==> src/hw/rtl/utc_to_local_time_with_sync_check_macros.svh <==
// ----------------------------------------------------------------------------
// UTC to local time: assertion macros
// Concurrent assertion shorthands shared by the RTL of this block.
// ----------------------------------------------------------------------------
`ifndef UTC_TO_LOCAL_TIME_WITH_SYNC_CHECK_MACROS_SVH
`define UTC_TO_LOCAL_TIME_WITH_SYNC_CHECK_MACROS_SVH

// Same-cycle implication, disabled while reset is asserted.
`define UTCL_ASSERT_IMP(lbl, clk_s, rstn_s, ante, cons, msg) \
    lbl: assert property (@(posedge clk_s) disable iff (!rstn_s) (ante) |-> (cons)) \
        else $error(msg);

// Next-cycle implication, disabled while reset is asserted.
`define UTCL_ASSERT_NXT(lbl, clk_s, rstn_s, ante, cons, msg) \
    lbl: assert property (@(posedge clk_s) disable iff (!rstn_s) (ante) |=> (cons)) \
        else $error(msg);

`endif

==> src/hw/rtl/utcl_pkg.sv <==
// ----------------------------------------------------------------------------
// UTC to local time: shared package
// Constants, register indexes, date types and the month length function.
// ----------------------------------------------------------------------------
package utcl_pkg;

    localparam int MIN_PER_HOUR  = 60;
    localparam int MIN_PER_DAY   = 1440;
    localparam int SEC_PER_MIN   = 60;
    localparam int SEC_PER_HOUR  = 3600;
    localparam int SEC_PER_DAY   = 86400;
    localparam int HALF_DAY_SEC  = 43200;

    // floor(x / 60) == (x * RECIP60) >> RECIP60_SHIFT for x < 1440
    localparam int RECIP60       = 2185;
    localparam int RECIP60_SHIFT = 17;

    // y divisible by 25 <=> (y * INV25) mod 2^16 <= 65535 / 25 (25 is odd)
    localparam int INV25         = 23593;
    localparam int DIV25_LIMIT   = 65535 / 25;

    localparam int SYNC_THR_RESET = 60;

    localparam logic [3:0] MONTH_JAN = 4'd1;
    localparam logic [3:0] MONTH_FEB = 4'd2;
    localparam logic [3:0] MONTH_APR = 4'd4;
    localparam logic [3:0] MONTH_JUN = 4'd6;
    localparam logic [3:0] MONTH_SEP = 4'd9;
    localparam logic [3:0] MONTH_NOV = 4'd11;
    localparam logic [3:0] MONTH_DEC = 4'd12;

    typedef enum logic [1:0] {
        CFG_TZ_HOURS       = 2'd0,
        CFG_TZ_MINUTES     = 2'd1,
        CFG_TZ_NEGATIVE    = 2'd2,
        CFG_SYNC_THRESHOLD = 2'd3
    } cfg_idx_t;

    // Date with the day already moved by whole days (may be -1..33).
    typedef struct packed {
        logic [15:0]        year;
        logic [3:0]         month;
        logic signed [6:0]  day;
    } date_raw_t;

    // Date after month and year rollover.
    typedef struct packed {
        logic [15:0] year;
        logic [3:0]  month;
        logic [4:0]  day;
    } date_t;

    function automatic logic [4:0] month_length(input logic [3:0] month,
                                                input logic       is_leap);
        logic [4:0] len;
        begin
            case (month)
                MONTH_FEB: len = is_leap ? 5'd29 : 5'd28;
                MONTH_APR, MONTH_JUN, MONTH_SEP, MONTH_NOV: len = 5'd30;
                default:   len = 5'd31;
            endcase
            return len;
        end
    endfunction

endpackage

==> src/hw/rtl/utc_to_local_time_with_sync_check.sv <==
// ----------------------------------------------------------------------------
// UTC to local time with sync check
// Applies the time-zone offset to a UTC timestamp, rolls day, month and year,
// and flags when the real-time clock has drifted from local time.
// ----------------------------------------------------------------------------
//
//  Channel   Dir  Signals                                   Carries
//  --------  ---  ----------------------------------------  ------------------
//  s_axis    in   s_axis_tvalid/tready/tdata[63:0]          UTC stamp + clock
//  m_axis    out  m_axis_tvalid/tready/tdata[47:0]          local stamp + sync
//  cfg       in   cfg_valid/cfg_ready/cfg_index/cfg_data    register writes
//
//  One transfer per cycle while m_axis_tready stays high; five register
//  stages (offset/day, divide by 60 + leap test, month roll,
//  second-of-day difference, fold + compare/output).
//  Valid bits travel with each stage; a stage advances when it is empty or
//  the stage after it advances, so back-pressure stops only full stages.
//  rst_n (async, active low) empties the pipeline and loads register resets:
//  offset zero, threshold 60 s. cfg_ready is always high.
//
`include "utc_to_local_time_with_sync_check_macros.svh"

module utc_to_local_time_with_sync_check (
    input  logic                clk,
    input  logic                rst_n,
    // utc_year[15:0] utc_month[19:16] utc_day[24:20] utc_hour[29:25]
    // utc_minute[35:30] utc_second[41:36] clock_hour[46:42]
    // clock_minute[52:47] clock_second[58:53], [63:59] zero
    input  logic                s_axis_tvalid,
    output logic                s_axis_tready,
    input  logic [63:0]         s_axis_tdata,
    // local_year[15:0] local_month[19:16] local_day[24:20] local_hour[29:25]
    // local_minute[35:30] local_second[41:36] sync_needed[42], [47:43] zero
    output logic                m_axis_tvalid,
    input  logic                m_axis_tready,
    output logic [47:0]         m_axis_tdata,
    input  logic                cfg_valid,
    output logic                cfg_ready,
    input  utcl_pkg::cfg_idx_t  cfg_index,
    input  logic [15:0]         cfg_data
);
    import utcl_pkg::*;

    localparam int NSTAGE = 5;

    // ---------------- configuration registers
    logic [3:0]  zone_hours_reg;
    logic [5:0]  tz_minutes_reg;
    logic        tz_negative_reg;
    logic [15:0] sync_thr_reg;

    assign cfg_ready = 1'b1;

    always_ff @(posedge clk or negedge rst_n)
    begin
        if (!rst_n)
        begin
            zone_hours_reg  <= '0;
            tz_minutes_reg  <= '0;
            tz_negative_reg <= 1'b0;
            sync_thr_reg    <= 16'(SYNC_THR_RESET);
        end
        else if (cfg_valid && cfg_ready)
        begin
            case (cfg_index)
                CFG_TZ_HOURS:       zone_hours_reg  <= cfg_data[3:0];
                CFG_TZ_MINUTES:     tz_minutes_reg  <= cfg_data[5:0];
                CFG_TZ_NEGATIVE:    tz_negative_reg <= cfg_data[0];
                CFG_SYNC_THRESHOLD: sync_thr_reg    <= cfg_data;
                default:            ;
            endcase
        end
    end

    // ---------------- pipeline control
    logic [NSTAGE-1:0] vld_reg;
    logic [NSTAGE-1:0] vld_next;
    logic [NSTAGE-1:0] adv;

    // a stage may load when empty or when its contents move on
    always_comb
    begin
        adv[NSTAGE-1] = !vld_reg[NSTAGE-1] || m_axis_tready;
        for (int k = NSTAGE - 2; k >= 0; k--)
        begin
            adv[k] = !vld_reg[k] || adv[k+1];
        end
    end

    always_comb
    begin
        vld_next[0] = adv[0] ? s_axis_tvalid : vld_reg[0];
        for (int k = 1; k < NSTAGE; k++)
        begin
            vld_next[k] = adv[k] ? vld_reg[k-1] : vld_reg[k];
        end
    end

    always_ff @(posedge clk or negedge rst_n)
    begin
        if (!rst_n)
        begin
            vld_reg <= '0;
        end
        else
        begin
            vld_reg <= vld_next;
        end
    end

    assign s_axis_tready = adv[0];
    assign m_axis_tvalid = vld_reg[NSTAGE-1];

    // ---------------- input unpacking
    logic [15:0] in_year;
    logic [3:0]  in_month;
    logic [4:0]  in_day;
    logic [4:0]  in_hour;
    logic [5:0]  in_minute;
    logic [5:0]  in_second;
    logic [4:0]  in_clk_hour;
    logic [5:0]  in_clk_minute;
    logic [5:0]  in_clk_second;

    assign in_year       = s_axis_tdata[15:0];
    assign in_month      = s_axis_tdata[19:16];
    assign in_day        = s_axis_tdata[24:20];
    assign in_hour       = s_axis_tdata[29:25];
    assign in_minute     = s_axis_tdata[35:30];
    assign in_second     = s_axis_tdata[41:36];
    assign in_clk_hour   = s_axis_tdata[46:42];
    assign in_clk_minute = s_axis_tdata[52:47];
    assign in_clk_second = s_axis_tdata[58:53];

    // ---------------- stage 1: offset, day move, clock second of day
    // Minute of day spans -963..2886, so the day moves by -1, +1 or +2.
    logic [9:0]         tz_off;
    logic [10:0]        utc_mod;
    logic signed [12:0] tot_raw;
    logic signed [12:0] tot_norm;
    logic signed [2:0]  day_adj;
    logic [16:0]        rtc_raw;

    always_comb
    begin
        tz_off  = 10'(zone_hours_reg * 10'(MIN_PER_HOUR)) + 10'(tz_minutes_reg);
        utc_mod = 11'(in_hour * 11'(MIN_PER_HOUR)) + 11'(in_minute);
        if (tz_negative_reg)
        begin
            tot_raw = $signed({2'b00, utc_mod}) - $signed({3'b000, tz_off});
        end
        else
        begin
            tot_raw = $signed({2'b00, utc_mod}) + $signed({3'b000, tz_off});
        end

        if (tot_raw < 13'sd0)
        begin
            tot_norm = tot_raw + 13'(MIN_PER_DAY);
            day_adj  = -3'sd1;
        end
        else if (tot_raw >= 13'(2 * MIN_PER_DAY))
        begin
            tot_norm = tot_raw - 13'(2 * MIN_PER_DAY);
            day_adj  = 3'sd2;
        end
        else if (tot_raw >= 13'(MIN_PER_DAY))
        begin
            tot_norm = tot_raw - 13'(MIN_PER_DAY);
            day_adj  = 3'sd1;
        end
        else
        begin
            tot_norm = tot_raw;
            day_adj  = 3'sd0;
        end

        rtc_raw = 17'(in_clk_hour * 17'(SEC_PER_HOUR))
                + 17'(in_clk_minute * 17'(SEC_PER_MIN))
                + 17'(in_clk_second);
    end

    logic [15:0]       s1_year_reg;
    logic [3:0]        s1_month_reg;
    logic signed [6:0] s1_day_reg;
    logic [10:0]       s1_tot_reg;
    logic [5:0]        s1_sec_reg;
    logic [16:0]       s1_rtc_reg;

    always_ff @(posedge clk)
    begin
        if (adv[0])
        begin
            s1_year_reg  <= in_year;
            s1_month_reg <= in_month;
            s1_day_reg   <= $signed({2'b00, in_day}) + 7'(day_adj);
            s1_tot_reg   <= tot_norm[10:0];
            s1_sec_reg   <= in_second;
            s1_rtc_reg   <= rtc_raw;
        end
    end

    // ---------------- stage 2: hour of day, leap year, clock mod day
    logic [22:0] hour_prod;
    logic [31:0] yr_prod;
    logic        div25;
    logic        is_leap;
    logic [16:0] rtc_mod;

    always_comb
    begin
        hour_prod = 23'(s1_tot_reg * 23'(RECIP60));
        yr_prod   = s1_year_reg * 32'(INV25);
        div25     = (yr_prod[15:0] <= 16'(DIV25_LIMIT));
        // leap: /4 and (not /100 or /400); /400 == /16 and /25
        is_leap   = (s1_year_reg[1:0] == 2'b00) && (!div25 || s1_year_reg[3:0] == 4'h0);
        rtc_mod   = (s1_rtc_reg >= 17'(SEC_PER_DAY)) ? s1_rtc_reg - 17'(SEC_PER_DAY)
                                                      : s1_rtc_reg;
    end

    logic [15:0]       s2_year_reg;
    logic [3:0]        s2_month_reg;
    logic signed [6:0] s2_day_reg;
    logic              s2_leap_reg;
    logic [10:0]       s2_tot_reg;
    logic [4:0]        s2_hour_reg;
    logic [5:0]        s2_sec_reg;
    logic [16:0]       s2_rtc_reg;

    always_ff @(posedge clk)
    begin
        if (adv[1])
        begin
            s2_year_reg  <= s1_year_reg;
            s2_month_reg <= s1_month_reg;
            s2_day_reg   <= s1_day_reg;
            s2_leap_reg  <= is_leap;
            s2_tot_reg   <= s1_tot_reg;
            s2_hour_reg  <= hour_prod[RECIP60_SHIFT+4:RECIP60_SHIFT];
            s2_sec_reg   <= s1_sec_reg;
            s2_rtc_reg   <= rtc_mod;
        end
    end

    // ---------------- stage 3: minute of hour, month/year rollover
    date_raw_t   raw_date;
    date_t       rolled_date;
    logic [10:0] min_rem;

    always_comb
    begin
        raw_date.year  = s2_year_reg;
        raw_date.month = s2_month_reg;
        raw_date.day   = s2_day_reg;
        min_rem        = s2_tot_reg - 11'(s2_hour_reg * 11'(MIN_PER_HOUR));
    end

    utcl_date_roll u_date_roll (
        .raw     (raw_date),
        .is_leap (s2_leap_reg),
        .rolled  (rolled_date)
    );

    date_t       s3_date_reg;
    logic [4:0]  s3_hour_reg;
    logic [5:0]  s3_min_reg;
    logic [5:0]  s3_sec_reg;
    logic [16:0] s3_rtc_reg;

    always_ff @(posedge clk)
    begin
        if (adv[2])
        begin
            s3_date_reg <= rolled_date;
            s3_hour_reg <= s2_hour_reg;
            s3_min_reg  <= min_rem[5:0];
            s3_sec_reg  <= s2_sec_reg;
            s3_rtc_reg  <= s2_rtc_reg;
        end
    end

    // ---------------- stage 4: local second of day, absolute difference
    // Seconds up to 63 can push the local second of day past midnight.
    logic [16:0] loc_raw;
    logic [16:0] loc_mod;
    logic [16:0] sec_diff;

    always_comb
    begin
        loc_raw  = 17'(s3_hour_reg * 17'(SEC_PER_HOUR))
                 + 17'(s3_min_reg * 17'(SEC_PER_MIN))
                 + 17'(s3_sec_reg);
        loc_mod  = (loc_raw >= 17'(SEC_PER_DAY)) ? loc_raw - 17'(SEC_PER_DAY) : loc_raw;
        sec_diff = (s3_rtc_reg >= loc_mod) ? s3_rtc_reg - loc_mod : loc_mod - s3_rtc_reg;
    end

    date_t       s4_date_reg;
    logic [4:0]  s4_hour_reg;
    logic [5:0]  s4_min_reg;
    logic [5:0]  s4_sec_reg;
    logic [16:0] s4_diff_reg;

    always_ff @(posedge clk)
    begin
        if (adv[3])
        begin
            s4_date_reg <= s3_date_reg;
            s4_hour_reg <= s3_hour_reg;
            s4_min_reg  <= s3_min_reg;
            s4_sec_reg  <= s3_sec_reg;
            s4_diff_reg <= sec_diff;
        end
    end

    // ---------------- stage 5: fold at half a day, threshold, output register
    logic [16:0] diff_fold;
    logic        sync_flag;

    always_comb
    begin
        diff_fold = (s4_diff_reg > 17'(HALF_DAY_SEC)) ? 17'(SEC_PER_DAY) - s4_diff_reg
                                                      : s4_diff_reg;
        sync_flag = (diff_fold >= {1'b0, sync_thr_reg});
    end

    date_t      out_date_reg;
    logic [4:0] out_hour_reg;
    logic [5:0] out_min_reg;
    logic [5:0] out_sec_reg;
    logic       out_sync_reg;

    always_ff @(posedge clk)
    begin
        if (adv[4])
        begin
            out_date_reg <= s4_date_reg;
            out_hour_reg <= s4_hour_reg;
            out_min_reg  <= s4_min_reg;
            out_sec_reg  <= s4_sec_reg;
            out_sync_reg <= sync_flag;
        end
    end

    assign m_axis_tdata = {5'b00000, out_sync_reg, out_sec_reg, out_min_reg, out_hour_reg,
                           out_date_reg.day, out_date_reg.month, out_date_reg.year};

    // ---------------- assertions
    `UTCL_ASSERT_IMP(a_stall_means_full, clk, rst_n, !s_axis_tready, (&vld_reg), "input stalled with an empty stage")
    `UTCL_ASSERT_NXT(a_take_loads_s1, clk, rst_n, s_axis_tvalid && s_axis_tready, vld_reg[0], "accepted transfer not in stage 1")
    `UTCL_ASSERT_IMP(a_s2_hour_range, clk, rst_n, vld_reg[1], s2_hour_reg <= 5'd23, "hour of day out of range")
    `UTCL_ASSERT_IMP(a_out_time_range, clk, rst_n, m_axis_tvalid, out_hour_reg <= 5'd23 && out_min_reg <= 6'd59, "local time out of range")
    `UTCL_ASSERT_IMP(a_out_day_nonzero, clk, rst_n, m_axis_tvalid, out_date_reg.day != 5'd0, "local day is zero")

endmodule

==> src/hw/rtl/utcl_date_roll.sv <==
// ----------------------------------------------------------------------------
// UTC to local time: date rollover
// Rolls an adjusted day into the previous or next month and year.
// ----------------------------------------------------------------------------
module utcl_date_roll (
    input  utcl_pkg::date_raw_t raw,
    input  logic                is_leap,
    output utcl_pkg::date_t     rolled
);
    import utcl_pkg::*;

    logic [4:0] dim;
    logic [3:0] prev_month;
    logic [3:0] next_month;

    always_comb
    begin
        dim        = month_length(raw.month, is_leap);
        prev_month = (raw.month == MONTH_JAN) ? MONTH_DEC : raw.month - 4'd1;
        next_month = (raw.month == MONTH_DEC) ? MONTH_JAN : raw.month + 4'd1;

        rolled.year  = raw.year;
        rolled.month = raw.month;
        rolled.day   = raw.day[4:0];

        if (raw.month inside {[MONTH_JAN:MONTH_DEC]})
        begin
            if ($signed(raw.day) <= 7'sd0)
            begin
                // last day of previous month; Feb only comes from Mar, same year
                rolled.month = prev_month;
                rolled.day   = month_length(prev_month, is_leap);
                if (raw.month == MONTH_JAN)
                begin
                    rolled.year = raw.year - 16'd1;
                end
            end
            else if ($signed(raw.day) > $signed({2'b00, dim}))
            begin
                rolled.month = next_month;
                rolled.day   = 5'd1;
                if (raw.month == MONTH_DEC)
                begin
                    rolled.year = raw.year + 16'd1;
                end
            end
        end
        else
        begin
            // unknown month: keep month and year, clamp day
            if ($signed(raw.day) < 7'sd1)
            begin
                rolled.day = 5'd1;
            end
            else if ($signed(raw.day) > 7'sd31)
            begin
                rolled.day = 5'd31;
            end
        end
    end

endmodule
==> config.mk <==
export PLATFORM = sky130hd
export DESIGN_NAME = utc_to_local_time_with_sync_check
export DESIGN_NICKNAME = d
export VERILOG_FILES = /design/src/hw/rtl/utcl_pkg.sv /design/src/hw/rtl/utc_to_local_time_with_sync_check.sv /design/src/hw/rtl/utcl_date_roll.sv
export VERILOG_INCLUDE_DIRS = /design/src /design/src/hw/rtl
export SDC_FILE = /design/constraint.sdc
export NUM_CORES = 1
export LEC_CHECK = 0
export ABC_AREA = 1
export BUFFER_PORTS_ARGS = -buffer_cell sky130_fd_sc_hd__buf_2
export CAP_MARGIN = 0
export CORE_MARGIN = 3
export CORE_UTILIZATION = 35
export DETAILED_ROUTE_END_ITERATION = 8
export PLACE_DENSITY = 0.58
export SYNTH_ARGS = -nofsm -noshare
export SYNTH_HDL_FRONTEND = slang
export SYNTH_SLANG_ARGS = --single-unit
export TNS_END_PERCENT = 1
==> constraint.sdc <==
create_clock -name clk -period 7.3 [get_ports clk]
set_input_delay 0 -clock clk [delete_from_list [all_inputs] [get_ports clk]]
set_output_delay 0 -clock clk [all_outputs]
set_load 0.03 [all_outputs]
* Yosys cells after proc, flatten, opt, wreduce, memory -nomap -nowiden
Cells that the tools add are included. W data, S select, Z words.
Storage, ports and cells: bits in registers 316, input bits 87, output and inout bits 51, logic and storage cells 152
Cells by class: add/subtract/negate cells 22, $mul 9, magnitude comparators 15, equal/unequal tests 15, muxes and demuxes 24, reductions and logical operators 23
Operator list (count):
- $mux W17 | 4
- $mux W25 | 2
- $add A17 B12 Y17 | 2
- $add A17 B6 Y17 | 2
- $ge A17 B17 Y1 const B | 2
- $sub A17 B17 Y17 | 2
- $sub A17 B17 Y17 const B | 2
- $mux W11 | 3
- $mux W16 | 2
- $mul A5 B8 Y13 const B | 2
- $mul A11 B12 Y22 const B | 1
- $sub A11 B11 Y11 const B | 2
- $eq A4 B4 Y1 const B | 5
- $mul A6 B4 Y10 const B | 2
- $mux W20 | 1
- $pmux W5 S2 | 2
- $ge A17 B16 Y1 | 1
- $ge A17 B17 Y1 | 1
- $gt A17 B16 Y1 const B | 1
- $sub A17 B17 Y17 const A | 1
- $add A16 B1 Y16 const B | 1
- $eq A4 B3 Y1 const B | 4
- $le A16 B12 Y1 const B | 1
- $mul A16 B15 Y16 const B | 1
- 39 further kinds | 61

* Logic depth before layout (Yosys ltp)
word-level depth 9, mapped depth 42, mapped depth without buffers 40

* Cells and area by module
A second synthesis with hierarchy kept.
Second synthesis, totals: cell total of the unflattened synthesis 2605, area, all modules 24290.8 µm²
By module, submodules not included:
- utc_to_local_time_with_sync_check | instances 1, cells an instance 2262, area an instance 22567.9 µm², seq. area each 9334.0 µm²
- utcl_date_roll | instances 1, cells an instance 343, area an instance 1722.9 µm², seq. area each 0.0 µm²

* Worst setup path after synthesis
No wires, ideal clock.
path type flip-flop to flip-flop, from register s3_min_reg[3], to register s4_diff_reg[9], data pin, library setup time 260 ps, arrival time 6630 ps, data required time 7040 ps, path slack 410 ps, stages on the path, launching flop included 40, path buffers 3, clock period less this slack 6890 ps, path through edfxtp_1 -> inv_1 -> fa_1 -> fa_1 -> inv_1 -> ha_1 -> a21oi_1 -> nand2_1 -> a21oi_1 -> o21ai_0 -> xnor2_1 -> inv_1 -> ha_1 -> ha_1 -> a21oi_1 -> o21a_1 -> nand2_2 -> xnor2_2 -> [... 4 more ...] -> nand2_2 -> nand2_4 -> nand3_4 -> nand2_4 -> buf_8 -> nand2_1 -> nand2_2 -> inv_2 -> ha_1 -> clkbuf_1 -> nand2_1 -> nor2_1 -> inv_1 -> nor2_1 -> nand3_1 -> nand4_1 -> buf_2 -> mux2_2
On the way: cells in the longest elaborated chain, start to end 7, elaborated cells on any way between the ends 10, classes of those cells add/sub (5); mul (1); order compare (2); mux (2)
RTL lines:
- start: declaration | line utc_to_local_time_with_sync_check.sv:266 | logic [5:0] s3_min_reg;
- start signal: assignment | line utc_to_local_time_with_sync_check.sv:276 | s3_min_reg <= min_rem[5:0];
- $mul A6 B4 Y10 (*) | line utc_to_local_time_with_sync_check.sv:291 | + 17'(s3_min_reg * 17'(SEC_PER_MIN))
- $add A17 B12 Y17 (*) | line utc_to_local_time_with_sync_check.sv:291
- $add A17 B6 Y17 (*) | line utc_to_local_time_with_sync_check.sv:292 | + 17'(s3_sec_reg);
- $sub A17 B17 Y17 or $ge A17 B17 Y1 (tied branches) | line utc_to_local_time_with_sync_check.sv:293 | loc_mod = (loc_raw >= 17'(SEC_PER_DAY)) ? loc_raw - 17'(SEC_PER_DAY) : loc_raw;
- $mux W17 (*) | line utc_to_local_time_with_sync_check.sv:293
- $sub A17 B17 Y17 or $ge A17 B17 Y1 (tied branches) | line utc_to_local_time_with_sync_check.sv:294 | sec_diff = (s3_rtc_reg >= loc_mod) ? s3_rtc_reg - loc_mod : loc_mod - s3_rtc_reg;
- $mux W17 (*) | line utc_to_local_time_with_sync_check.sv:294
- via sec_diff[9] | line utc_to_local_time_with_sync_check.sv:286 | logic [16:0] sec_diff;
- end signal: assignment | line utc_to_local_time_with_sync_check.sv:311 | s4_diff_reg <= sec_diff;
- end: declaration | line utc_to_local_time_with_sync_check.sv:301 | logic [16:0] s4_diff_reg;
Mark *: on every way through the listed nets, which the timed path passes. The rest lies on a longest branch. A chain may end at the register's enable or synchronous reset.

* Worst setup path after layout
from register s3_min_reg[1], to register s4_diff_reg[9], data pin
Same word-level chain as after synthesis.

==> flow_metrics.py <==
metrics = {
    "cts": {
        "clkTransAtPathRegs_ns": 0.06,
        "clock_sinks": 316,
        "tritoncts": "yes",
        "cts_root_buf": "clkbuf_16",
        "insertion_delay_ns": 0.56,
        "clk_path_buf_depth": 3,
        "cts_max_level": 2,
        "cts_buffers": 36,
    },
    "critical_path": {
        "path_buf_inv": 8,
        "r2r-end": "s4_diff_reg[9]",
        "worstPathArrival_ns": 7.14,
        "timing.rr.start": "s3_min_reg[1]",
        "max_stage_delay_ns": 0.52,
        "slowest_stage": "fa_1",
        "startpoint_type": "register",
        "path_depth": 35,
        "critPathCapture": "s4_diff_reg[9]",
        "path_delay_family": "adder cells",
        "r2r_setup_slack_ns": 0.46,
        "worstRegToRegCells": 35,
        "path_max_fanout": 11,
        "setup.worst_path.end_class": "register",
        "critPathLaunch": "s3_min_reg[1]",
        "cp.required_ns": 7.60,
        "crit_type": "reg2reg",
    },
    "floorplanning": {
        "ioPinCount": 138,
        "fp.dieW_um": 264,
        "die_area_um2": 69700,
        "start_util_pct": 35.8,
        "fp.coreArea_um2": 65200,
        "rows": 93,
        "die_h_um": 264,
    },
    "routing": {
        "route.detailed.drc": 0,
        "routed_wl_um": 49600,
        "via_per_inst": 4.66,
        "post_drt_wl_per_cell_um": 14.0,
        "via_count": 16464,
        "first_pass_iters": 6,
        "final_antenna_net_count": 0,
        "drt-initial-drc-count": 714,
    },
    "finish": {
        "utilization_pct": 41.4,
        "layout_commonest_cell": "inv_1",
        "final_cell_count_no_fill": 3530,
        "nets": 3147,
        "syn_to_final_growth_pct": 15.6,
        "drive_above_1_share_pct": 10.3,
        "final_cell_mix": "inv_1 (472), nand2_1 (356), ha_1 (327)",
    },
    "synth": {
        "async_flop_share_pct": 10.1,
        "synthCells": 2417,
        "yosysTopAreaCell": "edfxtp_1",
        "synth_area_leaders": "edfxtp_1 (37%), ha_1 (18%), inv_1 (7.7%)",
        "yosys_warnings": 0,
        "synth_seq_cells": 316,
        "yosysUniqueCellTypes": 61,
        "yosysTopAreaCellShare_pct": 36.6,
        "synth_flop_cell": "edfxtp_1",
        "synth_edf_count": 284,
        "synth.avg_cell_area_um2": 9.64,
        "netlist_area_um2": 23300,
        "ys_seq_area_share_pct": 40.0,
    },
    "timing": {
        "hold_viol": 0,
        "max_slew_margin_pct": 31.1,
        "drv_slew": 0,
        "tightest_slew_ns": 1.03,
        "finalSetupViolCount": 0,
        "max_freq_ghz": 0.146,
        "period_share_pct": 93.7,
        "min_period_ns": 6.84,
        "clock_skew_ns": 0.0139,
    },
    "global_route": {
        "grt_pass1_vias": 16497,
        "grt_overflow": 0,
        "antenna_found_initial": 2,
        "grt_pass1_wl_um": 81700,
        "grt_max_degree": 64,
        "grt_use_total_pct": 14.2,
    },
    "placement": {
        "dp.cells": 3397,
        "detailedPlacementHpwl_um": 39100,
        "io_buffers": 126,
        "gp_congestion": 0.870,
    },
    "min_path": {
        "hold_path.class": "in2reg",
    },
    "job": {
        "cap_violations": 0,
    },
    "run_status": {
        "outcome": "completed",
    },
}
## tightest hold or removal path, cell delays in order
cell	delay, ns
buf_2	0.10
ha_1	0.15
ha_1	0.20
## cell type report
type / instances / area (um2)
Tap cell: 855 / 1070
Fill cell: 6353 / 38200
Multi-Input combinational cell: 1596 / 12200
Clock inverter: 19 / 150
Sequential cell: 316 / 9330
Inverter: 482 / 1810
Timing Repair Buffer: 215 / 1450
Clock buffer: 45 / 945
Antenna cell: 2 / 5.00
## cell usage after synthesis (7+ instances only)
cell type and count:
edfxtp_1 284, a21o_1 12, nor3_1 33, nand2_2 7
nand3_1 103, o211ai_1 15, a31oi_1 11, dfrtp_1 28
o21ai_0 83, a21oi_1 136, clkbuf_1 14, xnor2_1 62
nand4_1 26, buf_4 7, ha_1 336, nand2_1 360
xor2_1 98, inv_1 479, fa_1 77, nor4_1 10
nor2_1 143, or2_2 7, a211oi_1 8
## what timing repair did
| action | in CTS | in global routing |
|---|---|---|
| setup buffers | 0 | 8 |
| hold buffers | 59 | 0 |
| endpoints found under the setup margin | 0 | 16 |
| gates resized for setup | 0 | 34 |
| hold endpoints to repair | 98 | 0 |
## stage by stage
stage	worst slack, ns	cell area (um2)	hold WS (ns)	setup TNS, ns
6_report	0.457	27000	0.0288	0
5_1_grt	-0.0357	27000	0.0344	-0.0757
4_1_cts	0.0630	26700	0.00496	0
3_5_place_dp	0.100	25000	0.101	0
3_3_place_gp	0.288	25000	0.0702	0
2_1_floorplan	0.410	23300	-0.296	0
## how the worst min path moves through the flow
stage / startpoint / to / cells after the start
2_1_floorplan: rst_n / sync_thr_reg[0] / 0
3_3_place_gp: rst_n / sync_thr_reg[8] / 1
3_5_place_dp: rst_n / sync_thr_reg[6] / 1
4_1_cts: s_axis_tdata[56] / s1_rtc_reg[3] / 3
5_1_grt: s_axis_tdata[56] / s1_rtc_reg[3] / 3
6_report: s_axis_tdata[56] / s1_rtc_reg[3] / 3
## logic make-up (layout without fill, tap and decap cells)
kind of cell	Yosys count	after routing	share of synthesized area, %
other	2	8	0.0322
buffers and inverters	509	761	8.39
AOI/OAI and AO/OA	300	300	7.31
xor gates and xnor gates	164	164	6.29
adders and majority gates	413	413	24.7
DFF	316	316	40.0
and+or+nand+nor	707	707	13.0
muxes	6	6	0.263
## layer usage
layer	up-vias	global-route usage [%]	routed length, um
li1	8426	-	-
met1	7720	18.6	22900
met2	238	24.4	23800
met3	80	1.96	1690
met4	0	4.09	1260
met5	-	0	0
Power is left out: the tool's default activity adds up to more than one toggle a clock period on the data nets, which glitch-free logic cannot reach.
